==> src/rtl/core/fcp_pkg.sv <==
package fcp_pkg;

	localparam int LIMIT_BITS  = 12;
	localparam logic [LIMIT_BITS-1:0] LIMIT_RESET = 12'd1022;

	localparam logic [7:0] CH_CR    = 8'h0D;
	localparam logic [7:0] CH_LF    = 8'h0A;
	localparam logic [7:0] CH_SPACE = 8'h20;
	localparam logic [7:0] CH_LOW   = 8'h20;
	localparam logic [7:0] CH_HIGH  = 8'h7E;

	localparam int QDEPTH    = 4;
	localparam int QPTR_BITS = 2;

	localparam int NUM_CMDS   = 40;
	localparam int NAME_CHARS = 5;
	localparam logic [5:0] CMD_UNKNOWN = 6'd0;

	typedef enum logic [1:0] {
		PH_VERB,
		PH_PARAM,
		PH_DONE
	} phase_t;

	typedef enum logic [1:0] {
		ST_OK,
		ST_VERB_UNTERM,
		ST_PARAM_ERR
	} status_t;

	// fixed part of one queued result
	typedef struct packed {
		logic       is_verdict;
		logic       lookup;
		logic [7:0] ch;
		status_t    status;
	} fcp_item_t;

	// names padded with spaces, first character in the top byte
	localparam logic [8*NAME_CHARS-1:0] CMD_NAME [NUM_CMDS] = '{
		"ABOR ", "ACCT ", "ALLO ", "APPE ", "CWD  ", "CDUP ", "DELE ", "HELP ",
		"LIST ", "MKD  ", "MDTM ", "MODE ", "NLST ", "NOOP ", "PASS ", "PASV ",
		"PORT ", "PWD  ", "QUIT ", "RETR ", "RMD  ", "RNFR ", "RNTO ", "SITE ",
		"UMASK", "IDLE ", "CHMOD", "SIZE ", "STAT ", "STOR ", "STOU ", "STRU ",
		"SYST ", "TYPE ", "USER ", "XCUP ", "XCWD ", "XMKD ", "XPWD ", "XRMD "
	};

	localparam logic [2:0] CMD_LEN [NUM_CMDS] = '{
		3'd4, 3'd4, 3'd4, 3'd4, 3'd3, 3'd4, 3'd4, 3'd4,
		3'd4, 3'd3, 3'd4, 3'd4, 3'd4, 3'd4, 3'd4, 3'd4,
		3'd4, 3'd3, 3'd4, 3'd4, 3'd3, 3'd4, 3'd4, 3'd4,
		3'd5, 3'd4, 3'd5, 3'd4, 3'd4, 3'd4, 3'd4, 3'd4,
		3'd4, 3'd4, 3'd4, 3'd4, 3'd4, 3'd4, 3'd4, 3'd4
	};

endpackage

==> src/rtl/core/ftp_command_line_parser.sv <==
// FTP command line parser.
// Input channel (in_valid/in_ready): one packet byte per request, data_byte with
// end_of_packet marking the last byte. Output channel (out_valid/out_ready): one
// result per request, either a parameter character (is_verdict 0) or the line
// verdict with command_code, status and param_length. Bytes that cause no result
// (verb characters, the space, a pending CR, bytes after a verdict) are absorbed.
// Config channel (cfg_valid/cfg_ready): writes param_limit; always ready, and only
// to be used while the parser is idle.
// Throughput: one byte per cycle while the queue is not full. A front stage
// tracks the line and pushes result requests into a four-entry queue; a back
// stage does the command table match and holds the result in an output register.
// The queue entry is written at the edge that accepts a byte; the output register
// loads from the queue when that entry pops, and drives out_valid.
// When the receiver stalls, the output register holds and the queue fills; in_ready
// drops only once the queue is full.
// Reset: the parser returns to the start of a packet, the queue and output empty,
// param_limit back to 1022.
module ftp_command_line_parser import fcp_pkg::*; #(
	parameter int MAX_VERB_CHARS   = 5,
	parameter int PARAM_COUNT_BITS = 12
) (
	input  logic                        clk,
	input  logic                        arst_n,
	input  logic                        in_valid,
	output logic                        in_ready,
	input  logic [7:0]                  data_byte,
	input  logic                        end_of_packet,
	output logic                        out_valid,
	input  logic                        out_ready,
	output logic                        is_verdict,
	output logic [7:0]                  param_char,
	output logic [5:0]                  command_code,
	output logic [1:0]                  status,
	output logic [PARAM_COUNT_BITS-1:0] param_length,
	input  logic                        cfg_valid,
	output logic                        cfg_ready,
	input  logic [LIMIT_BITS-1:0]       param_limit
);

	localparam int VCW = $clog2(MAX_VERB_CHARS + 1);
	localparam int QW  = $bits(fcp_item_t) + PARAM_COUNT_BITS + 8 * MAX_VERB_CHARS + VCW + 1;

	logic [LIMIT_BITS-1:0]          limit_q;
	logic                           q_full, q_valid, push, pop;
	fcp_item_t                      f_item, b_item;
	logic [PARAM_COUNT_BITS-1:0]    f_len, b_len;
	logic [MAX_VERB_CHARS-1:0][7:0] f_verb, b_verb;
	logic [VCW-1:0]                 f_vcnt, b_vcnt;
	logic                           f_ovl, b_ovl;
	logic [QW-1:0]                  q_wdata, q_rdata;

	assign cfg_ready = 1'b1;

	always_ff @(posedge clk or negedge arst_n) begin
		if (!arst_n) begin
			limit_q <= LIMIT_RESET;
		end else if (cfg_valid && cfg_ready) begin
			limit_q <= param_limit;
		end
	end

	fcp_front #(
		.MAX_VERB_CHARS   (MAX_VERB_CHARS),
		.PARAM_COUNT_BITS (PARAM_COUNT_BITS),
		.VCW              (VCW)
	) u_front (
		.clk           (clk),
		.arst_n        (arst_n),
		.in_valid      (in_valid),
		.in_ready      (in_ready),
		.data_byte     (data_byte),
		.end_of_packet (end_of_packet),
		.param_limit   (limit_q),
		.q_full        (q_full),
		.push          (push),
		.item          (f_item),
		.len           (f_len),
		.verb          (f_verb),
		.vcnt          (f_vcnt),
		.ovl           (f_ovl)
	);

	assign q_wdata = {f_item, f_len, f_verb, f_vcnt, f_ovl};

	fcp_queue #(
		.WIDTH (QW)
	) u_queue (
		.clk    (clk),
		.arst_n (arst_n),
		.push   (push),
		.wdata  (q_wdata),
		.full   (q_full),
		.valid  (q_valid),
		.rdata  (q_rdata),
		.pop    (pop)
	);

	assign {b_item, b_len, b_verb, b_vcnt, b_ovl} = q_rdata;

	fcp_back #(
		.MAX_VERB_CHARS   (MAX_VERB_CHARS),
		.PARAM_COUNT_BITS (PARAM_COUNT_BITS),
		.VCW              (VCW)
	) u_back (
		.clk          (clk),
		.arst_n       (arst_n),
		.q_valid      (q_valid),
		.pop          (pop),
		.item         (b_item),
		.len          (b_len),
		.verb         (b_verb),
		.vcnt         (b_vcnt),
		.ovl          (b_ovl),
		.out_valid    (out_valid),
		.out_ready    (out_ready),
		.is_verdict   (is_verdict),
		.param_char   (param_char),
		.command_code (command_code),
		.status       (status),
		.param_length (param_length)
	);

endmodule

==> src/rtl/core/fcp_front.sv <==
module fcp_front import fcp_pkg::*; #(
	parameter int MAX_VERB_CHARS   = 5,
	parameter int PARAM_COUNT_BITS = 12,
	parameter int VCW              = $clog2(MAX_VERB_CHARS + 1)
) (
	input  logic                                  clk,
	input  logic                                  arst_n,
	input  logic                                  in_valid,
	output logic                                  in_ready,
	input  logic [7:0]                            data_byte,
	input  logic                                  end_of_packet,
	input  logic [LIMIT_BITS-1:0]                 param_limit,
	input  logic                                  q_full,
	output logic                                  push,
	output fcp_item_t                             item,
	output logic [PARAM_COUNT_BITS-1:0]           len,
	output logic [MAX_VERB_CHARS-1:0][7:0]        verb,
	output logic [VCW-1:0]                        vcnt,
	output logic                                  ovl
);

	localparam int LW = (PARAM_COUNT_BITS > LIMIT_BITS) ? PARAM_COUNT_BITS : LIMIT_BITS;

	phase_t                               phase_q, phase_d;
	logic [MAX_VERB_CHARS-1:0][7:0]       verb_q, verb_d;
	logic [VCW-1:0]                       vcnt_q, vcnt_d;
	logic                                 ovl_q, ovl_d;
	logic                                 crp_q, crp_d;
	logic [PARAM_COUNT_BITS-1:0]          pcnt_q, pcnt_d;

	logic            accept;
	logic            is_cr, is_lf, is_sp, printable;
	logic [LW-1:0]   lim_ext, cnt_max, limit;
	logic            over_limit, bad_param, first_cr;

	assign in_ready = !q_full;
	assign accept   = in_valid && in_ready;

	assign is_cr     = (data_byte == CH_CR);
	assign is_lf     = (data_byte == CH_LF);
	assign is_sp     = (data_byte == CH_SPACE);
	assign printable = (data_byte >= CH_LOW) && (data_byte <= CH_HIGH);

	assign lim_ext    = LW'(param_limit);
	assign cnt_max    = LW'((32'd1 << PARAM_COUNT_BITS) - 32'd1);
	assign limit      = (lim_ext < cnt_max) ? lim_ext : cnt_max;
	assign over_limit = (LW'(pcnt_q) >= limit);
	assign bad_param  = end_of_packet || (!is_cr && (!printable || over_limit));
	assign first_cr   = !crp_q && (pcnt_q == '0) && is_cr;

	// next state
	always_comb begin
		logic line_end, new_pkt, app_cr, app_b;
		line_end = 1'b0;
		new_pkt  = 1'b0;
		app_cr   = 1'b0;
		app_b    = 1'b0;
		phase_d  = phase_q;
		verb_d   = verb_q;
		vcnt_d   = vcnt_q;
		ovl_d    = ovl_q;
		crp_d    = crp_q;
		pcnt_d   = pcnt_q;
		if (accept) begin
			unique case (phase_q)
				PH_VERB: begin
					if (crp_q && is_lf) begin
						line_end = 1'b1;
					end else if (end_of_packet) begin
						new_pkt = 1'b1;
					end else begin
						// a CR without LF becomes part of the verb
						app_cr = crp_q;
						crp_d  = 1'b0;
						if (is_sp) begin
							phase_d = PH_PARAM;
							pcnt_d  = '0;
						end else if (is_cr) begin
							crp_d = 1'b1;
						end else begin
							app_b = 1'b1;
						end
					end
				end
				PH_PARAM: begin
					if (first_cr || crp_q || bad_param) begin
						line_end = 1'b1;
					end else if (is_cr) begin
						crp_d = 1'b1;
					end else begin
						pcnt_d = pcnt_q + 1'b1;
					end
				end
				PH_DONE: begin
					new_pkt = end_of_packet;
				end
				default: begin
					new_pkt = 1'b1;
				end
			endcase
		end
		if (app_cr) begin
			if (vcnt_d < VCW'(MAX_VERB_CHARS)) begin
				for (int i = 0; i < MAX_VERB_CHARS; i++) begin
					if (VCW'(i) == vcnt_d) verb_d[i] = CH_CR;
				end
				vcnt_d = vcnt_d + 1'b1;
			end else begin
				ovl_d = 1'b1;
			end
		end
		if (app_b) begin
			if (vcnt_d < VCW'(MAX_VERB_CHARS)) begin
				for (int i = 0; i < MAX_VERB_CHARS; i++) begin
					if (VCW'(i) == vcnt_d) verb_d[i] = data_byte;
				end
				vcnt_d = vcnt_d + 1'b1;
			end else begin
				ovl_d = 1'b1;
			end
		end
		if (line_end) begin
			if (end_of_packet) begin
				new_pkt = 1'b1;
			end else begin
				phase_d = PH_DONE;
				crp_d   = 1'b0;
			end
		end
		if (new_pkt) begin
			phase_d = PH_VERB;
			vcnt_d  = '0;
			ovl_d   = 1'b0;
			crp_d   = 1'b0;
			pcnt_d  = '0;
		end
	end

	// queue request
	always_comb begin
		push            = 1'b0;
		item.is_verdict = 1'b1;
		item.lookup     = 1'b0;
		item.ch         = 8'h00;
		item.status     = ST_OK;
		len             = '0;
		if (accept) begin
			unique case (phase_q)
				PH_VERB: begin
					if (crp_q && is_lf) begin
						push        = 1'b1;
						item.lookup = 1'b1;
					end else if (end_of_packet) begin
						push        = 1'b1;
						item.status = ST_VERB_UNTERM;
					end
				end
				PH_PARAM: begin
					if (first_cr) begin
						push        = 1'b1;
						item.lookup = 1'b1;
					end else if (crp_q) begin
						push = 1'b1;
						len  = pcnt_q;
						if (is_lf) item.lookup = 1'b1;
						else       item.status = ST_PARAM_ERR;
					end else if (bad_param) begin
						push        = 1'b1;
						len         = pcnt_q;
						item.status = ST_PARAM_ERR;
					end else if (!is_cr) begin
						push            = 1'b1;
						item.is_verdict = 1'b0;
						item.ch         = data_byte;
						len             = pcnt_q + 1'b1;
					end
				end
				PH_DONE: begin
					push = 1'b0;
				end
				default: begin
					push = 1'b0;
				end
			endcase
		end
	end

	assign verb = verb_q;
	assign vcnt = vcnt_q;
	assign ovl  = ovl_q;

	always_ff @(posedge clk or negedge arst_n) begin
		if (!arst_n) begin
			phase_q <= PH_VERB;
			vcnt_q  <= '0;
			ovl_q   <= 1'b0;
			crp_q   <= 1'b0;
			pcnt_q  <= '0;
		end else begin
			phase_q <= phase_d;
			vcnt_q  <= vcnt_d;
			ovl_q   <= ovl_d;
			crp_q   <= crp_d;
			pcnt_q  <= pcnt_d;
		end
	end

	always_ff @(posedge clk) begin
		verb_q <= verb_d;
	end

`ifndef NO_ASSERTIONS
	a_done_silent: assert property (@(posedge clk) disable iff (!arst_n)
		(phase_q == PH_DONE) |-> !push) else $error("request pushed after verdict");
	a_char_in_param: assert property (@(posedge clk) disable iff (!arst_n)
		(push && !item.is_verdict) |-> (phase_q == PH_PARAM))
		else $error("parameter character outside parameter phase");
`endif

endmodule

==> src/rtl/core/fcp_queue.sv <==
module fcp_queue import fcp_pkg::*; #(
	parameter int WIDTH = 8
) (
	input  logic             clk,
	input  logic             arst_n,
	input  logic             push,
	input  logic [WIDTH-1:0] wdata,
	output logic             full,
	output logic             valid,
	output logic [WIDTH-1:0] rdata,
	input  logic             pop
);

	logic [WIDTH-1:0]     mem_q [QDEPTH];
	logic [QPTR_BITS-1:0] wr_ptr_q, rd_ptr_q;
	logic [QPTR_BITS:0]   count_q;

	assign full  = (count_q == (QPTR_BITS + 1)'(QDEPTH));
	assign valid = (count_q != '0);
	assign rdata = mem_q[rd_ptr_q];

	always_ff @(posedge clk) begin
		if (push) mem_q[wr_ptr_q] <= wdata;
	end

	always_ff @(posedge clk or negedge arst_n) begin
		if (!arst_n) begin
			wr_ptr_q <= '0;
			rd_ptr_q <= '0;
			count_q  <= '0;
		end else begin
			if (push) wr_ptr_q <= wr_ptr_q + 1'b1;
			if (pop)  rd_ptr_q <= rd_ptr_q + 1'b1;
			if (push && !pop)      count_q <= count_q + 1'b1;
			else if (pop && !push) count_q <= count_q - 1'b1;
		end
	end

`ifndef NO_ASSERTIONS
	a_no_overflow: assert property (@(posedge clk) disable iff (!arst_n)
		push |-> (!full || pop)) else $error("queue push while full");
	a_no_underflow: assert property (@(posedge clk) disable iff (!arst_n)
		pop |-> valid) else $error("queue pop while empty");
`endif

endmodule

==> src/rtl/core/fcp_back.sv <==
module fcp_back import fcp_pkg::*; #(
	parameter int MAX_VERB_CHARS   = 5,
	parameter int PARAM_COUNT_BITS = 12,
	parameter int VCW              = $clog2(MAX_VERB_CHARS + 1)
) (
	input  logic                              clk,
	input  logic                              arst_n,
	input  logic                              q_valid,
	output logic                              pop,
	input  fcp_item_t                         item,
	input  logic [PARAM_COUNT_BITS-1:0]       len,
	input  logic [MAX_VERB_CHARS-1:0][7:0]    verb,
	input  logic [VCW-1:0]                    vcnt,
	input  logic                              ovl,
	output logic                              out_valid,
	input  logic                              out_ready,
	output logic                              is_verdict,
	output logic [7:0]                        param_char,
	output logic [5:0]                        command_code,
	output logic [1:0]                        status,
	output logic [PARAM_COUNT_BITS-1:0]       param_length
);

	logic                        out_valid_q;
	logic                        is_verdict_q;
	logic [7:0]                  param_char_q;
	logic [5:0]                  code_q;
	logic [1:0]                  status_q;
	logic [PARAM_COUNT_BITS-1:0] len_q;
	logic [5:0]                  code_d;

	assign pop = q_valid && (!out_valid_q || out_ready);

	// table match, case folded on a-z only
	always_comb begin
		logic [NAME_CHARS-1:0][7:0] fold;
		logic                       hit;
		logic [5:0]                 code;
		code = CMD_UNKNOWN;
		for (int i = 0; i < NAME_CHARS; i++) begin
			fold[i] = verb[i];
			if (verb[i] >= "a" && verb[i] <= "z") fold[i] = verb[i] - 8'd32;
		end
		for (int k = NUM_CMDS - 1; k >= 0; k--) begin
			hit = (vcnt == VCW'(CMD_LEN[k]));
			for (int i = 0; i < NAME_CHARS; i++) begin
				if ((3'(i) < CMD_LEN[k]) &&
				    (fold[i] != CMD_NAME[k][8*(NAME_CHARS-i)-1 -: 8])) hit = 1'b0;
			end
			if (hit) code = 6'(k + 1);
		end
		code_d = (item.lookup && !ovl) ? code : CMD_UNKNOWN;
	end

	always_ff @(posedge clk or negedge arst_n) begin
		if (!arst_n) begin
			out_valid_q <= 1'b0;
		end else if (!out_valid_q || out_ready) begin
			out_valid_q <= q_valid;
		end
	end

	always_ff @(posedge clk) begin
		if (pop) begin
			is_verdict_q <= item.is_verdict;
			param_char_q <= item.ch;
			code_q       <= code_d;
			status_q     <= item.status;
			len_q        <= len;
		end
	end

	assign out_valid    = out_valid_q;
	assign is_verdict   = is_verdict_q;
	assign param_char   = param_char_q;
	assign command_code = code_q;
	assign status       = status_q;
	assign param_length = len_q;

`ifndef NO_ASSERTIONS
	a_hold_on_stall: assert property (@(posedge clk) disable iff (!arst_n)
		(out_valid_q && !out_ready) |-> !pop) else $error("queue popped while output stalled");
`endif

endmodule
==> config.mk <==
export PLATFORM = sky130hd
export DESIGN_NAME = ftp_command_line_parser
export DESIGN_NICKNAME = d
export VERILOG_FILES = /design/src/rtl/core/fcp_pkg.sv /design/src/rtl/core/ftp_command_line_parser.sv /design/src/rtl/core/fcp_front.sv /design/src/rtl/core/fcp_queue.sv /design/src/rtl/core/fcp_back.sv
export SDC_FILE = /design/constraint.sdc
export NUM_CORES = 1
export LEC_CHECK = 0
export CAP_MARGIN = 5
export CORE_AREA = 8 8 275 224
export CTS_CLUSTER_SIZE = 25
export DETAILED_ROUTE_END_ITERATION = 10
export DIE_AREA = 0 0 283 232
export DONT_BUFFER_PORTS = 1
export PLACE_DENSITY = 0.54
export SYNTH_ARGS = -nofsm -noshare
export SYNTH_HDL_FRONTEND = slang
export SYNTH_SLANG_ARGS = --single-unit
==> constraint.sdc <==
create_clock -name clk -period 8.27 [get_ports clk]
set_input_delay 1.654 -clock clk [delete_from_list [all_inputs] [get_ports clk]]
set_output_delay 1.654 -clock clk [all_outputs]
set_load 0.01 [all_outputs]
==> results by group <==
Cells and area
  • Nets@finish: 1,275
  • ANT cells: 0
  • Share of cells above drive strength 1: 15.7%
  • Area Growth Syn to Fin: 12.3%

Setup path
  • Setup crit start kind: flop
  • Crit path capture type: flop
  • CP arrival: 5080 ps
  • CP required: 8550 ps
  • Reg-to-reg startpoint: u_queue.rd_ptr_q[0]
  • CP Cell Sequence: buf_4 > mux4_2 > inv_1 > ha_1 > or2_2 > a21boi_4 > nand4b_1 > nor2_1 > and2_1 > nor4b_2 > nor4b_2 > o311a_1
  • CP dominant cell by count: nor4b_2
  • Crit path largest cell delay: 880 ps
  • CP max-delay cell: dfrtp_4
  • Crit-path max FO: 38
  • Type of the worst setup path: reg2reg
  • Critical Path Source: u_queue.rd_ptr_q[0]

Floorplanning
  • Number of I/O pins: 58
  • Die area: 65,700 um^2
  • Die Wd: 283 um
  • Core Box Area: 57,200 um^2
  • Starting Density: 29.5%
  • Die height: 232 um
  • Rows: 79

Status
  • Status: finished clean

Timing
  • Final TNS setup: 0 ps
  • Worst clock skew: 23.6 ps
  • Hold Violations, Final: 0
  • Final Setup Violations: 0
  • Worst-Margin Slew: 1110 ps
  • Max-slew violations: 0
  • Fin crit period: 4800 ps
  • Highest Clock Rate: 0.208 GHz
  • RSZ-0062 raised after global routing: false
  • Period utilization: 58.1%
  • Slew margin rel.: 25.5%

Detailed routing
  • Via count: 10,200
  • First-pass detailed-route iteration total: 6
  • DRC: 0
  • DRT iter0 DRCs: 1,086
  • WL per Instance: 21.3 um
  • Routed Antenna Nets: 0
  • Vias per std cell: 5.07
  • Post-Route WL: 43.0 mm

Global route
  • Vias in the first global route: 10,200
  • Initial antenna violation count: 1
  • Largest net degree at the start of global routing: 66
  • Gr usage total: 12.9%
  • Total gr overflow: 0
  • First-pass GRT wire length: 65.7 mm

Power and ir drop
  • Cell Pwr Density: 334 nW/um^2
  • Lkg Pwr: 6.38 nW
  • Maximum vdd drop: 0.139 mV
  • Post-layout power: 6.34 mW

Synthesis
  • Top post-synthesis cells by count: edfxtp_1 (301), nand2_1 (129), nor2_1 (76)
  • Avg Cell Area, Syn: 13.9 um^2
  • FF+latch count, synth: 380
  • Warnings, synthesis: 0
  • FFs w/ async S/R, synth: 10.3%
  • Synth cell types: 88
  • Synth Instances: 1,217
  • Mapped Area: 16,900 um^2
  • Post-synth EDFFs: 301
  • Leading cell type by number of instances after synthesis: edfxtp_1
  • Ys flop type: edfxtp_1
  • Yosys top cell area share: 53.5%
  • Top post-synthesis cells by area: edfxtp_1 (53%), mux4_2 (8.3%), dfxtp_1 (4.7%)
  • Area leader, netlist: edfxtp_1
  • Sequential-to-total area share from yosys stat: 64.1%

Place
  • Routability congestion estimate: 0.921
  • IO Port Bufs: 0
  • Dpl hpwl: 29.2 mm

Clocking
  • H-tree depth: 2
  • Root Driver: clkbuf_16
  • CTS clk-pin slew, worst paths: 60 ps
  • Clk sinks: 380
  • Setup Fix Bufs, Post-CTS: 0
  • Post-CTS sizing: 0
  • Latest clock arrival within the worst-skew pair: 550 ps
  • CTS tree: yes
  • CTS Buf Count: 38
  • Hold_buf cts: 0
  • Max clock buf depth: 3

Worst hold path
  • HP Class: reg2reg
  • HP Start: u_front.verb[30]

Flow run
  • Total of max-cap violations: 0
## worst max-delay path: cells and delay by family, from the launching register on
family | cells | cell delay [ps]
AO/OA/AOI/OAI | 2 | 360
flip-flops | 1 | 880
multiplexers | 1 | 640
buffers and inverters | 2 | 840
adder cells (fa/ha/maj) | 1 | 230
AND/OR/NAND/NOR | 6 | 1550
## final timing paths
kind / slack [ps] / depth (start not counted) / to
worst max-delay path: 3470 / 12 / u_back.command_code[4]
worst min-delay path: 500 / 2 / u_front.verb[30]
worst max register to register: 3470 / 12 / u_back.command_code[4]
worst min register to register: 500 / 2 / u_front.verb[30]
max in group asynchronous: 7280 / 0 / limit_q[8]
min in group asynchronous: 800 / 0 / u_front.pcnt_q[7]
## cell type report
cell class | instances | area, um^2
Clock inverter | 14 | 161
Fill cell | 5576 | 38300
Multi-Input combinational cell | 738 | 5650
Clock buffer | 56 | 1120
Inverter | 45 | 169
Tap cell | 769 | 962
Sequential cell | 380 | 10800
Timing Repair Buffer | 11 | 82.6
## flip-flops by register name, summed over array words and instances, names as in the netlist
register	count
u_back.out_valid	1
u_front.ovl	1
u_back.is_verdict	1
u_front.verb	40
limit_q	12
u_front.pcnt_q	12
u_queue.wr_ptr_q	2
u_queue.mem_q	272
u_front.crp_q	1
u_queue.rd_ptr_q	2
u_front.phase_q	2
u_back.status	2
u_queue.count_q	3
u_front.vcnt	3
u_back.param_char	8
u_back.param_length	12
u_back.command_code	6
## cells in the final DEF, fill, tap and decap left out, types with 34 or more instances in the layout
cell type	netlist	final
a21oi_1	58	57
o21ai_0	74	73
inv_1	45	45
ha_1	34	34
nand2_1	129	129
dfxtp_1	40	40
mux4_2	62	62
edfxtp_1	301	301
clkbuf_16	0	40
nor2_1	76	76
## where the power goes
| group | leakage (nW) | switching (mW) | internal (mW) | total (mW) |
|---|---|---|---|---|
| Sequential | 3.58 | 0.367 | 2.56 | 2.92 |
| Combinational | 2.18 | 1.01 | 0.646 | 1.65 |
| Clock | 0.621 | 0.748 | 1.02 | 1.76 |
## per-stage QoR
stage / cell area, um^2 / worst slack [ps] / instances / utilization, % / hold slack (ps)
floorplan: 16900 / 3410 / 1220 / - / 456
finish: 19000 / 3470 / 2013 / 33.2 / 498
global placement: 17700 / 3220 / 1943 / 30.9 / 477
global route: 19000 / 3130 / 2013 / 33.2 / 519
detailed placement: 17700 / 3090 / 1943 / 30.9 / 494
CTS: 19000 / 3330 / 2013 / 33.2 / 505
## cells by family (layout without fill, tap and decap cells)
group	after synthesis	count (layout)	share of synthesized area, %
AOI/OAI and AO/OA	192	192	7.33
xor gates and xnor gates	7	7	0.363
adders and majority gates	35	35	2.64
buffers and inverters	102	126	2.67
DFF	380	380	64.1
muxes	66	66	8.71
other	2	5	0.0444
and+or+nand+nor	433	433	14.2
## layer usage
| metal | share of wire, % | track usage, % | vias to the layer above |
|---|---|---|---|
| met5 | 0 | 0 | - |
| met4 | 2.0 | 3.27 | 0 |
| met3 | 6.8 | 2.78 | 74 |
| met2 | 42 | 18.5 | 337 |
| met1 | 49 | 19.4 | 5177 |
| li1 | - | - | 4625 |
(Power assumes the default switching activity.)
